--- src/hw/rtl/efl_pkg.sv ---
`timescale 1ns / 1ps
// efl_pkg: widths, status codes, register indexes and the result record
// shared by the event frame length checker. No dependencies.
package efl_pkg;

  localparam int WORD_W     = 16;
  localparam int LEN_W      = 23;  // record length, word position, counts
  localparam int SUM_W      = 24;  // span sum and next block start
  localparam int SPAN_W     = 17;  // one stored length plus offset
  localparam int LEN_HI_W   = 6;   // length bits carried in word 1
  localparam int STATUS_W   = 2;
  localparam int CFG_IDX_W  = 1;
  localparam int CFG_DATA_W = 1;

  localparam logic [STATUS_W-1:0] STATUS_OK        = 2'd0;
  localparam logic [STATUS_W-1:0] STATUS_MISMATCH  = 2'd1;
  localparam logic [STATUS_W-1:0] STATUS_NON_EVENT = 2'd2;
  localparam logic [STATUS_W-1:0] STATUS_TOO_SHORT = 2'd3;

  localparam logic [CFG_IDX_W-1:0] CFG_HEADER_OFFSET  = 1'd0;
  localparam logic [CFG_IDX_W-1:0] CFG_CHECK_ENVELOPE = 1'd1;

  localparam logic [SUM_W-1:0] FIRST_BLOCK_POS = 24'd2;
  localparam int               HEADER_WORDS    = 2;

  typedef struct packed {
    logic [STATUS_W-1:0] status;
    logic [LEN_W-1:0]    event_length;
    logic [LEN_W-1:0]    block_sum;
    logic [LEN_W-1:0]    block_count;
  } result_t;

endpackage

--- src/hw/rtl/efl_intf.sv ---
`timescale 1ns / 1ps
// Channel interfaces of the event frame length checker: word stream,
// result stream and register write port. Depends on efl_pkg.
interface efl_word_if;
  logic                      valid;
  logic                      ready;
  logic [efl_pkg::WORD_W-1:0] word;
  modport source (output valid, output word, input ready);
  modport sink (input valid, input word, output ready);
endinterface

interface efl_result_if;
  logic                         valid;
  logic                         ready;
  logic [efl_pkg::STATUS_W-1:0] status;
  logic [efl_pkg::LEN_W-1:0]    event_length;
  logic [efl_pkg::LEN_W-1:0]    block_sum;
  logic [efl_pkg::LEN_W-1:0]    block_count;
  modport source (output valid, output status, output event_length,
                  output block_sum, output block_count, input ready);
  modport sink (input valid, input status, input event_length,
                input block_sum, input block_count, output ready);
endinterface

interface efl_cfg_if;
  logic                           valid;
  logic                           ready;
  logic [efl_pkg::CFG_IDX_W-1:0]  index;
  logic [efl_pkg::CFG_DATA_W-1:0] data;
  modport source (output valid, output index, output data, input ready);
  modport sink (input valid, input index, input data, output ready);
endinterface

--- src/hw/rtl/efl_walker.sv ---
`timescale 1ns / 1ps
// efl_walker: per-record header decode and sub-block walk, one word per
// accepted request; emits a result record on the last word. Uses efl_pkg.
module efl_walker (
  input  logic                       clk,
  input  logic                       rst,
  input  logic                       accept,
  input  logic [efl_pkg::WORD_W-1:0] word,
  input  logic                       header_offset,
  input  logic                       check_envelope,
  output logic                       push,
  output efl_pkg::result_t           result
);

  logic [efl_pkg::LEN_W-1:0]  pos, pos_next;
  logic [efl_pkg::LEN_W-1:0]  rec_len, rec_len_next;
  logic [efl_pkg::SUM_W-1:0]  next_start, next_start_next;
  logic [efl_pkg::SUM_W-1:0]  span_sum, span_sum_next;
  logic [efl_pkg::LEN_W-1:0]  blocks, blocks_next;
  logic                       non_event, non_event_next;
  logic                       zero_span, zero_span_next;

  logic [efl_pkg::SPAN_W-1:0] span;
  logic [efl_pkg::LEN_W-1:0]  len_w1;
  logic                       ne_w1;
  logic [efl_pkg::LEN_W-1:0]  pos_inc;
  logic                       walk;
  logic [efl_pkg::SUM_W-1:0]  sum_w;
  logic [efl_pkg::SUM_W-1:0]  start_w;
  logic [efl_pkg::LEN_W-1:0]  blocks_w;
  logic                       zs_w;
  logic                       done;

  function automatic efl_pkg::result_t make_result(
    input logic [efl_pkg::LEN_W-1:0] len,
    input logic                      ne,
    input logic                      zs,
    input logic [efl_pkg::SUM_W-1:0] sum,
    input logic [efl_pkg::LEN_W-1:0] count
  );
    efl_pkg::result_t          r;
    logic [efl_pkg::LEN_W-1:0] len_m2;
    logic [efl_pkg::SUM_W-1:0] sum_p2;
    len_m2         = len - efl_pkg::LEN_W'(efl_pkg::HEADER_WORDS);
    sum_p2         = sum + efl_pkg::SUM_W'(efl_pkg::HEADER_WORDS);
    r.event_length = len;
    r.block_sum    = '0;
    r.block_count  = '0;
    if (len <= efl_pkg::LEN_W'(1)) begin
      r.status = efl_pkg::STATUS_TOO_SHORT;
    end else if (ne) begin
      r.status = efl_pkg::STATUS_NON_EVENT;
    end else begin
      r.block_sum   = sum_p2[efl_pkg::LEN_W-1:0];
      r.block_count = count;
      if (zs || sum != {1'b0, len_m2}) begin
        r.status = efl_pkg::STATUS_MISMATCH;
      end else begin
        r.status = efl_pkg::STATUS_OK;
      end
    end
    return r;
  endfunction

  // Stored length plus offset: word 0 length and every sub-block span.
  assign span   = {1'b0, word} + efl_pkg::SPAN_W'(header_offset);
  assign len_w1 = rec_len | {1'b0, word[efl_pkg::LEN_HI_W-1:0], 16'b0};
  assign ne_w1  = check_envelope & (|word[efl_pkg::WORD_W-1:efl_pkg::LEN_HI_W]);
  assign pos_inc = pos + efl_pkg::LEN_W'(1);
  assign walk   = !non_event && !zero_span && ({1'b0, pos} == next_start);

  always_comb begin
    sum_w    = span_sum;
    start_w  = next_start;
    blocks_w = blocks;
    zs_w     = zero_span;
    if (walk) begin
      blocks_w = blocks + efl_pkg::LEN_W'(1);
      if (span == '0) begin
        zs_w = 1'b1;
      end else begin
        sum_w   = span_sum + efl_pkg::SUM_W'(span);
        start_w = next_start + efl_pkg::SUM_W'(span);
      end
    end
  end

  always_comb begin
    pos_next        = pos;
    rec_len_next    = rec_len;
    next_start_next = next_start;
    span_sum_next   = span_sum;
    blocks_next     = blocks;
    non_event_next  = non_event;
    zero_span_next  = zero_span;
    done            = 1'b0;
    result          = make_result(rec_len, non_event, zs_w, sum_w, blocks_w);
    if (accept) begin
      if (pos == '0) begin
        rec_len_next = efl_pkg::LEN_W'(span);
        pos_next     = efl_pkg::LEN_W'(1);
      end else if (pos == efl_pkg::LEN_W'(1)) begin
        if (len_w1 <= efl_pkg::LEN_W'(efl_pkg::HEADER_WORDS)) begin
          done   = 1'b1;
          result = make_result(len_w1, ne_w1, zero_span, span_sum, blocks);
        end else begin
          rec_len_next   = len_w1;
          non_event_next = ne_w1;
          pos_next       = efl_pkg::LEN_W'(efl_pkg::HEADER_WORDS);
        end
      end else begin
        if (pos_inc >= rec_len) begin
          done = 1'b1;
        end else begin
          pos_next        = pos_inc;
          span_sum_next   = sum_w;
          next_start_next = start_w;
          blocks_next     = blocks_w;
          zero_span_next  = zs_w;
        end
      end
      // end of record: back to header decode
      if (done) begin
        pos_next        = '0;
        rec_len_next    = '0;
        next_start_next = efl_pkg::FIRST_BLOCK_POS;
        span_sum_next   = '0;
        blocks_next     = '0;
        non_event_next  = 1'b0;
        zero_span_next  = 1'b0;
      end
    end
  end

  assign push = done;

  always_ff @(posedge clk) begin
    if (rst) begin
      pos        <= '0;
      rec_len    <= '0;
      next_start <= efl_pkg::FIRST_BLOCK_POS;
      span_sum   <= '0;
      blocks     <= '0;
      non_event  <= 1'b0;
      zero_span  <= 1'b0;
    end else begin
      pos        <= pos_next;
      rec_len    <= rec_len_next;
      next_start <= next_start_next;
      span_sum   <= span_sum_next;
      blocks     <= blocks_next;
      non_event  <= non_event_next;
      zero_span  <= zero_span_next;
    end
  end

endmodule

--- src/hw/rtl/efl_out_buf.sv ---
`timescale 1ns / 1ps
// efl_out_buf: two-entry registered result queue between the walker and
// the result channel. Uses efl_pkg::result_t.
module efl_out_buf (
  input  logic             clk,
  input  logic             rst,
  input  logic             push,
  input  efl_pkg::result_t push_data,
  output logic             full,
  output logic             out_valid,
  input  logic             out_ready,
  output efl_pkg::result_t out_data
);

  logic             v0, v0_next, v1, v1_next;
  efl_pkg::result_t d0, d0_next, d1, d1_next;
  logic             pop;

  assign pop = v0 & out_ready;

  always_comb begin
    v0_next = v0;
    v1_next = v1;
    d0_next = d0;
    d1_next = d1;
    if (pop) begin
      v0_next = v1;
      d0_next = d1;
      v1_next = 1'b0;
    end
    if (push) begin
      if (!v0_next) begin
        v0_next = 1'b1;
        d0_next = push_data;
      end else begin
        v1_next = 1'b1;
        d1_next = push_data;
      end
    end
  end

  always_ff @(posedge clk) begin
    if (rst) begin
      v0 <= 1'b0;
      v1 <= 1'b0;
    end else begin
      v0 <= v0_next;
      v1 <= v1_next;
    end
  end

  always_ff @(posedge clk) begin
    d0 <= d0_next;
    d1 <= d1_next;
  end

  assign full      = v1;
  assign out_valid = v0;
  assign out_data  = d0;

endmodule

--- src/hw/rtl/event_frame_length_checker_top.sv ---
`timescale 1ns / 1ps
// event_frame_length_checker_top: framing check of event records streamed
// as 16-bit words. Depends on efl_pkg, efl_intf, efl_walker, efl_out_buf.
//
//  channel  | dir | payload                                   | one request
//  ---------+-----+-------------------------------------------+--------------------
//  words    | in  | word[15:0]                                | one record word
//  results  | out | status, event_length, block_sum, block_cnt| one per record
//  cfg      | in  | index[0:0], data[0:0]                     | register write
//
//  One word per cycle while words.ready is high. Decode and walk are combinational
//  on each word from the state registers; a result lands in a two-entry output
//  queue the cycle after the record's last word. words.ready drops only while both
//  queue entries hold unread results. cfg.ready is always high. Synchronous reset
//  returns the walker to word 0 and sets header_offset and check_envelope to one.
module event_frame_length_checker_top (
  input logic                clk,
  input logic                rst,
  efl_word_if.sink           words,
  efl_result_if.source       results,
  efl_cfg_if.sink            cfg
);

  // configuration registers
  logic header_offset;
  logic check_envelope;

  logic             accept;
  logic             push;
  logic             full;
  efl_pkg::result_t walk_result;
  efl_pkg::result_t out_data;

  assign cfg.ready = 1'b1;

  always_ff @(posedge clk) begin
    if (rst) begin
      header_offset  <= 1'b1;
      check_envelope <= 1'b1;
    end else if (cfg.valid) begin
      unique case (cfg.index)
        efl_pkg::CFG_HEADER_OFFSET:  header_offset  <= cfg.data[0];
        efl_pkg::CFG_CHECK_ENVELOPE: check_envelope <= cfg.data[0];
        default: ;
      endcase
    end
  end

  // A word is taken whenever the queue has a free slot, so a finished
  // result waiting downstream does not hold up the next record.
  assign words.ready = !full;
  assign accept      = words.valid & words.ready;

  efl_walker u_walker (
    .clk            (clk),
    .rst            (rst),
    .accept         (accept),
    .word           (words.word),
    .header_offset  (header_offset),
    .check_envelope (check_envelope),
    .push           (push),
    .result         (walk_result)
  );

  efl_out_buf u_out_buf (
    .clk       (clk),
    .rst       (rst),
    .push      (push),
    .push_data (walk_result),
    .full      (full),
    .out_valid (results.valid),
    .out_ready (results.ready),
    .out_data  (out_data)
  );

  assign results.status       = out_data.status;
  assign results.event_length = out_data.event_length;
  assign results.block_sum    = out_data.block_sum;
  assign results.block_count  = out_data.block_count;

  // a result is only produced by an accepted word
  a_push_needs_word: assert property (@(posedge clk) disable iff (rst)
    push |-> accept)
    else $error("result produced without an accepted word");

  // an ok record has sub-block spans plus the two header words adding up exactly to the length
  a_ok_sum: assert property (@(posedge clk) disable iff (rst)
    (results.valid && results.status == efl_pkg::STATUS_OK)
      |-> results.block_sum == results.event_length)
    else $error("ok status with block sum differing from length");

  // too short and non-event records carry no walk totals
  a_no_walk_totals: assert property (@(posedge clk) disable iff (rst)
    (results.valid && (results.status == efl_pkg::STATUS_TOO_SHORT ||
                       results.status == efl_pkg::STATUS_NON_EVENT))
      |-> (results.block_sum == '0 && results.block_count == '0))
    else $error("walk totals reported for an unwalked record");

  // too short means a decoded length of at most one
  a_too_short_len: assert property (@(posedge clk) disable iff (rst)
    (results.valid && results.status == efl_pkg::STATUS_TOO_SHORT)
      |-> results.event_length <= efl_pkg::LEN_W'(1))
    else $error("too short status with a longer record");

endmodule
--- src/flat_wrapper.sv ---
// flat-port wrapper written by rule: the top's interface ports become plain ports
module event_frame_length_checker_top_flat 
  (clk, rst, words_valid, words_word, words_ready, results_valid, results_status, results_event_length, results_block_sum, results_block_count, results_ready, cfg_valid, cfg_index, cfg_data, cfg_ready);
  efl_word_if words_i ();
  efl_result_if results_i ();
  efl_cfg_if cfg_i ();
  input logic clk;
  input logic rst;
  input wire logic [$bits(words_i.valid)-1:0] words_valid;
  input wire logic [$bits(words_i.word)-1:0] words_word;
  output wire logic [$bits(words_i.ready)-1:0] words_ready;
  output wire logic [$bits(results_i.valid)-1:0] results_valid;
  output wire logic [$bits(results_i.status)-1:0] results_status;
  output wire logic [$bits(results_i.event_length)-1:0] results_event_length;
  output wire logic [$bits(results_i.block_sum)-1:0] results_block_sum;
  output wire logic [$bits(results_i.block_count)-1:0] results_block_count;
  input wire logic [$bits(results_i.ready)-1:0] results_ready;
  input wire logic [$bits(cfg_i.valid)-1:0] cfg_valid;
  input wire logic [$bits(cfg_i.index)-1:0] cfg_index;
  input wire logic [$bits(cfg_i.data)-1:0] cfg_data;
  output wire logic [$bits(cfg_i.ready)-1:0] cfg_ready;
  assign words_i.valid = words_valid;
  assign words_i.word = words_word;
  assign words_ready = words_i.ready;
  assign results_valid = results_i.valid;
  assign results_status = results_i.status;
  assign results_event_length = results_i.event_length;
  assign results_block_sum = results_i.block_sum;
  assign results_block_count = results_i.block_count;
  assign results_i.ready = results_ready;
  assign cfg_i.valid = cfg_valid;
  assign cfg_i.index = cfg_index;
  assign cfg_i.data = cfg_data;
  assign cfg_ready = cfg_i.ready;
  event_frame_length_checker_top u_core (.clk(clk), .rst(rst), .words(words_i), .results(results_i), .cfg(cfg_i));
endmodule
--- config.mk ---
export PLATFORM = sky130hd
export DESIGN_NAME = event_frame_length_checker_top_flat
export DESIGN_NICKNAME = d
export VERILOG_FILES = /design/src/hw/rtl/efl_pkg.sv /design/src/hw/rtl/efl_intf.sv /design/src/hw/rtl/efl_walker.sv /design/src/hw/rtl/efl_out_buf.sv /design/src/hw/rtl/event_frame_length_checker_top.sv /design/src/flat_wrapper.sv
export SDC_FILE = /design/constraint.sdc
export NUM_CORES = 1
export LEC_CHECK = 0
export BUFFER_PORTS_ARGS = -buffer_cell sky130_fd_sc_hd__buf_2
export CAP_MARGIN = 20
export CORE_MARGIN = 4
export CORE_UTILIZATION = 65
export DETAILED_ROUTE_END_ITERATION = 8
export GPL_TIMING_DRIVEN = 0
export PLACE_DENSITY = 0.84
export SLEW_MARGIN = 25
export SYNTH_ARGS = -nofsm -noshare
export SYNTH_HDL_FRONTEND = slang
export SYNTH_HIERARCHICAL = 1
export SYNTH_SLANG_ARGS = --single-unit
--- constraint.sdc ---
create_clock -name clk -period 16.7 [get_ports clk]
set_input_delay 3.34 -clock clk [delete_from_list [all_inputs] [get_ports clk]]
set_output_delay 3.34 -clock clk [all_outputs]
set_load 0.03 [all_outputs]
==> impl_results.md, run 1 <==
* CTS tree: yes
* Skew-Pair Late Insertion Delay at 0.56 ns
* Cts repair resizes at 0
* Die Width at 172 microns
* Root Buffer: clkbuf_16
* Post-synthesis register bit count at 264
* Avg Cell Area, Syn at 9.15 sq um
* Nets at roughly 2.1k
* Post-synth EDFFs at 71
* Crit path capture type: register
* Crit path time final at 8.57 ns
* Worst-Margin Slew at 0.899 ns
* Htree depth at 1
* Primary FF master, synth: dfxtp_1
* R2r worst-path depth at 19
* First-pass GRT wire length at approximately 80 mm
* Post-synthesis xor/xnor area fraction at 0.0963
* Antenna Cells at 0
* Worst-path clk slew at 0.06 ns
* Max cap viols at 0
* Die Area at 29500 sq um
* # DRC at 0
* Avg WL per Cell at ~22 microns
* Vias in the first global route at 14.7k
* Mapped cell area at 17400 sq um
* Crit-path max FO at 10
* Antenna viol nets, final at 0
* CP Launch Type: input port
* Clock skew at 0.0145 ns
* Hold-fix buffers at CTS at 0
* Slew Limit Fails at 0
* Cells after synthesis at about 1.9k
* Io pins at 97
* Synth Area in Simple Gates at 0.182
* Share of cells above drive strength 1 at 0.185
* Critical R2R Launch: u_core/header_offset
* Crit Path Class: input port to register
* DRT iter0 DRCs at 1984
* Core Util, Final at 0.738
* Maximum vdd drop at between 0.00007 and 0.00008 V
* Max Root-Sink Buffers at 3
* Post-Layout Inst Area at 19300 sq um
* Mux cell area share after synthesis at 0.117
* DP Area at between 15000 and 20000 sq um
* Leak Pwr at 7.83 nW
* Ys Warns at 6
* Die height at between 150 and 200 microns
* Hold crit path type: register to register
* Hpwl dp at roughly 40 mm
* Adder-cell area share of the yosys netlist at 0.0504
* Worst Path Arrival at approximately 9 ns
* PortBufs at 91
* Slew margin rel. at 0.385
* Worst Hold Depth at 1
* Pwr Total at 2.03 mW
* Post-synthesis sequential area ratio at 0.344
* Num rows at 59
* Fill cells at roughly 1.9k
* Yosys cell types at 94
* Net Count, Synth at 1997
* Cell area power density at between 100 and 150 nW/um^2
* Setup-failing EPs final at 0
* GRT Resource Usage Total at 0.343
* Post-Route WL at 52.8 mm
* Outcome: complete, no violations
* Worst EP required at 17.15 ns
* Via count at 15.8k
* Max Freq at 0.117 GHz
* Clock Sink Count at 264
* TritonCTS buffer count at 28
* FF-to-FF End: u_core/u_out_buf/out_data[69]
* Area growth syn-to-layout at 11.0%
* Synth Area in Compound Gates at 0.155
* Final Hold Violating Endpoints at 0
* HP Start: u_core/u_walker/next_start[23]
* Via-to-Cell Ratio at ~6.6
* Largest net degree at the start of global routing at 24
* RSZ-0062 raised after global routing: false
* Setup TNS at 0 ns
* Async SR Flop Fraction at 0
* Global route overflow at 0
* Flop2flop setup slack at around 11 ns
* Final period util at 0.513
* Gp weighted congestion at 1.05
* Starting Density at 0.665
* Core ar. at 26200 sq um
* Post CTS Setup Buffer Count at 0
* Initial antenna violation count at 1
* Hold EP: u_core/u_walker/next_start[23]
* Main combinational cell family by area after synthesis: simple AND/OR/NAND/NOR gates
* DRT Pass-1 Iters at 6
-- per-layer routing --
metal	wire length, microns	track usage	vias to the layer above	share of wire
met5	0	0	-	0
met4	2550	0.145	0	0.048
met3	6390	0.0749	201	0.12
met2	23200	0.542	1006	0.44
met1	20700	0.456	7413	0.39
li1	-	-	7166	-
-- placed cells by master, fill, tap and decap left out, types with 65 or more instances in the layout --
cell,instances
dfxtp_1,193
nor2_1,164
nand2_1,126
a21oi_1,104
xnor2_1,104
buf_2,102
clkbuf_1,92
xor2_1,85
o21ai_0,81
mux2_2,73
edfxtp_1,71
mux2_4,70
ha_1,67
nand3_1,65
-- cell usage after synthesis (26+ instances only) --
| master | instances | share of area |
|---|---|---|
| xnor2_1 | 104 | 0.052 |
| mux2_4 | 70 | 0.060 |
| xor2_1 | 85 | 0.043 |
| buf_4 | 34 | 0.015 |
| nand2_1 | 126 | 0.027 |
| nor4_1 | 32 | 0.011 |
| nand4_1 | 30 | 0.011 |
| and3_1 | 26 | 0.0093 |
| a21oi_1 | 104 | 0.030 |
| nor3_1 | 59 | 0.017 |
| nand3_1 | 65 | 0.019 |
| clkbuf_1 | 87 | 0.019 |
| mux2_2 | 73 | 0.047 |
| dfxtp_1 | 193 | 0.22 |
| o21ai_0 | 81 | 0.023 |
| edfxtp_1 | 71 | 0.12 |
| ha_1 | 67 | 0.048 |
| nor2_1 | 165 | 0.036 |
| a22oi_1 | 39 | 0.017 |
| inv_1 | 54 | 0.012 |
-- flip-flops by register name, summed over array words and instances, names as in the netlist --
name and cells:
u_core/u_out_buf/out_data 71, u_core/u_out_buf/d1 71, u_core/check_envelope 1, u_core/u_out_buf/out_valid 1, u_core/u_walker/blocks 23, u_core/u_out_buf/full 1, u_core/header_offset 1, u_core/u_walker/non_event 1
u_core/u_walker/rec_len 22, u_core/u_walker/pos 23, u_core/u_walker/zero_span 1, u_core/u_walker/span_sum 24, u_core/u_walker/next_start 24
-- final cells by class --
cell class              count  area, sq um  share of cell area
repair buffers             94          531              0.0274
well taps                 335          419              0.0217
clock buffers              36          761              0.0393
clock inverters            16          184             0.00951
flip-flops and latches    264         6000               0.310
inverters                  54          203              0.0105
multi-input cells        1442        10500               0.542
plain buffers             145          761              0.0393
-- cells by family (layout without fill, tap and decap cells) --
kind of cell | Yosys count | in the layout
muxes | 158 | 158
other | 2 | 2
adders and majority gates | 69 | 69
DFF | 264 | 264
xor gates and xnor gates | 190 | 190
AOI/OAI and AO/OA | 407 | 407
buffers and inverters | 199 | 345
and+or+nand+nor | 616 | 616
-- worst max path at each step --
stage          cells after the start  slack, ns                             to          start
2_1_floorplan                     11       8.33         u_core/u_out_buf/d1[0]  words_word[3]
3_3_place_gp                      12       5.78        u_core/u_out_buf/d1[51]  words_word[4]
3_5_place_dp                      20       7.76  u_core/u_out_buf/out_data[69]  words_word[0]
4_1_cts                           20       8.32  u_core/u_out_buf/out_data[69]  words_word[0]
5_1_grt                           22       7.95  u_core/u_out_buf/out_data[40]  words_word[0]
6_report                          20       8.13  u_core/u_out_buf/out_data[69]  words_word[0]
-- through the flow --
stage | hold slack (ns) | setup WS (ns) | instances
floorplan | 0.442 | 8.33 | 1905
global placement | 0.467 | 5.78 | 2331
detailed placement | 0.485 | 7.76 | 2334
CTS | 0.498 | 8.32 | 2386
global route | 0.509 | 7.95 | 2386
finish | 0.494 | 8.13 | 2386
-- worst max-delay path, cell delays in order --
cell	delay, ns
buf_2	0.20
ha_1	0.19
ha_1	0.28
nand3_1	0.22
nor3_2	0.31
xor2_1	0.67
ha_1	0.24
clkbuf_1	0.38
nor2_1	0.08
a2111oi_0	0.41
nor2_1	0.08
inv_1	0.10
o211ai_1	0.17
a211oi_1	0.48
xnor3_1	0.30
or4_1	0.45
a2111oi_2	0.39
nand4_1	0.20
o21a_1	0.24
mux2_4	0.27
-- power breakdown --
group / switching (mW) / internal, mW / leakage [nW]
clock: 0.268 / 0.370 / 0.457
combinational: 0.365 / 0.255 / 5.19
sequential: 0.0456 / 0.729 / 2.18
Note: power is estimated with default switching activity, not from simulation.
==> run 2: changes to the inputs <==
Settings changed: CORE_UTILIZATION 65 to 63, PLACE_DENSITY 0.84 to 0.82.
Clock period 16.7 ns to 8.61 ns, I/O delays scaled along.
==> run 2 against run 1 <==
- via count decreased by 0.75%
- sequential share of layout area about the same
- die area rose by 3.0%
- sequential power up 94%
- routed wire length is 1.7% higher
- critical path type unchanged
==> impl_results.md, run 2 (synthesized netlist as in run 1, its figures left out) <==
* Via count at 15.7k
* Share of cells above drive strength 1 at 0.183
* Most common cell after layout, fill and taps aside: dfxtp_1
* Final period util at 0.790
* PortBufs at 91
* Crit path capture type: register
* Post-Layout Inst Area at just under 20000 sq um
* Antenna Cells at 0
* Die height at between 150 and 200 microns
* Core ar. at 27100 sq um
* Worst EP required at between 9 and 10 ns
* Htree depth at 1
* DRT Pass-1 Iters at 9
* Leak Pwr at between 7 and 8 nW
* Die Width at 174 microns
* First-pass GRT wire length at 82.4 mm
* Nets at 2121
* Cts repair resizes at 0
* Outcome: complete, no violations
* Io pins at slightly below 100
* Final std cells w/o fill at 2423
* Post CTS Setup Buffer Count at 0
* GRT Resource Usage Total at 0.337
* Worst-path clk slew at 0.06 ns
* Die Area at 30400 sq um
* RSZ-0062 raised after global routing: false
* Global route overflow at 0
* Hpwl dp at 40.8 mm
* Slew Limit Fails at 0
* DP Area at roughly 18000 sq um
* Slew margin rel. at 0.329
* Gp weighted congestion at 1.04
* Final Hold Violating Endpoints at 0
* Dpl cells at 2371
* Largest net degree at the start of global routing at 25
* M2 GR Usage at 0.532
* Hold crit path type: register to register
* Area growth syn-to-layout at 11.1%
* Via-to-Cell Ratio at 6.47
* Max Root-Sink Buffers at 3
* Clock skew at 0.0229 ns
* Clock Sink Count at approximately 260
* Hold-fix buffers at CTS at 0
* CP Launch Type: input port
* Avg WL per Cell at 22.1 microns
* Antenna viol nets, final at 0
* Starting Density at 0.643
* Maximum vdd drop at 0.000164 V
* Most frequent cells in the layout: 193 x dfxtp_1, 164 x nor2_1, 126 x nand2_1
* Setup-failing EPs final at 0
* Initial antenna violation count at 0
* Worst-Margin Slew at 1.00 ns
* CTS tree: yes
* Global-route layer with the greatest usage: met2
* Pwr Total at 3.91 mW
* Skew-Pair Late Insertion Delay at 0.56 ns
* Vias in the first global route at 14.7k
* Fill cells at 2133
* Crit-path max FO at 10
* Num rows at 60
* Cell area power density at 202 nW/um^2
* Root Buffer: clkbuf_16
* Max cap viols at 0
* # DRC at 0
* Met3 Resource Use GR at 0.0496
* TritonCTS buffer count at 28
* Max Freq at 0.147 GHz
* Worst Path Arrival at approximately 7.3 ns
* Met1 Usage GRT at 0.473
* DRT iter0 DRCs at 1998
* Crit Path Class: input port to register
* Final WS setup at approximately 1.8 ns
* DP Worst Slack at around 1.4 ns
* Crit path time final at approximately 6.8 ns
* Post-Route WL at 53.6 mm
==> run 2: changes by cell type in the layout (fill, tap and decap cells not counted), sizes merged <==
cell | before | now
clkbuf | 123 | 128
inv | 56 | 54
bufinv | 3 | 2
clkinvlp | 3 | 0
clkinv | 8 | 9
==> run 2: cell type report <==
class                   instances  area [sq um]  share of cell area
clock inverters                11           116             0.00601
multi-input cells            1442         10500               0.542
repair buffers                 94           523              0.0270
flip-flops and latches        264          6000               0.310
clock buffers                  41           800              0.0413
plain buffers                 145           761              0.0393
well taps                     372           465              0.0241
inverters                      54           203              0.0105
==> run 2: worst paths after layout <==
check                                      from                       endpoint  slack (ns)  cells after the start
setup reg to reg           u_core/header_offset  u_core/u_out_buf/out_data[40]        2.81                     21
hold / removal    u_core/u_walker/next_start[2]  u_core/u_walker/next_start[2]        0.50                      2
setup / recovery                  words_word[0]  u_core/u_out_buf/out_data[40]        1.81                     22
hold reg to reg   u_core/u_walker/next_start[2]  u_core/u_walker/next_start[2]        0.50                      2
==> run 2: power breakdown <==
part,total (mW),leakage [nW],switching (mW),internal [mW]
Combinational,1.20,5.19,0.707,0.493
Clock,1.21,0.450,0.506,0.702
Sequential,1.50,2.18,0.0833,1.41
==> run 2: layer usage <==
layer	share of wire	wire, microns
met5	0	0
met1	0.41	22000
met2	0.44	23600
met3	0.11	5820
met4	0.042	2270
==> run 2: per-stage QoR <==
step	hold WS [ns]	utilization	setup TNS, ns
6_report	0.504	0.714	0
5_1_grt	0.508	0.714	0
4_1_cts	0.503	0.714	0
3_5_place_dp	0.470	0.680	0
3_3_place_gp	0.464	0.677	-36.30
2_1_floorplan	0.442	-	0
==> run 2: critical path: stages <==
cell      delay [ns]
buf_2           0.21
ha_1            0.19
ha_1            0.25
and3_1          0.29
nand4_1         0.13
xnor2_1         0.28
or4_1           0.53
buf_2           0.20
o21ai_4         0.30
buf_6           0.20
buf_4           0.20
buf_2           0.31
nand2_1         0.08
o21ai_0         0.26
ha_1            0.41
nand4_1         0.19
a211oi_4        0.39
nand3_2         0.15
or3_1           0.38
a21oi_1         0.19
o31ai_2         0.09
mux2_4          0.29
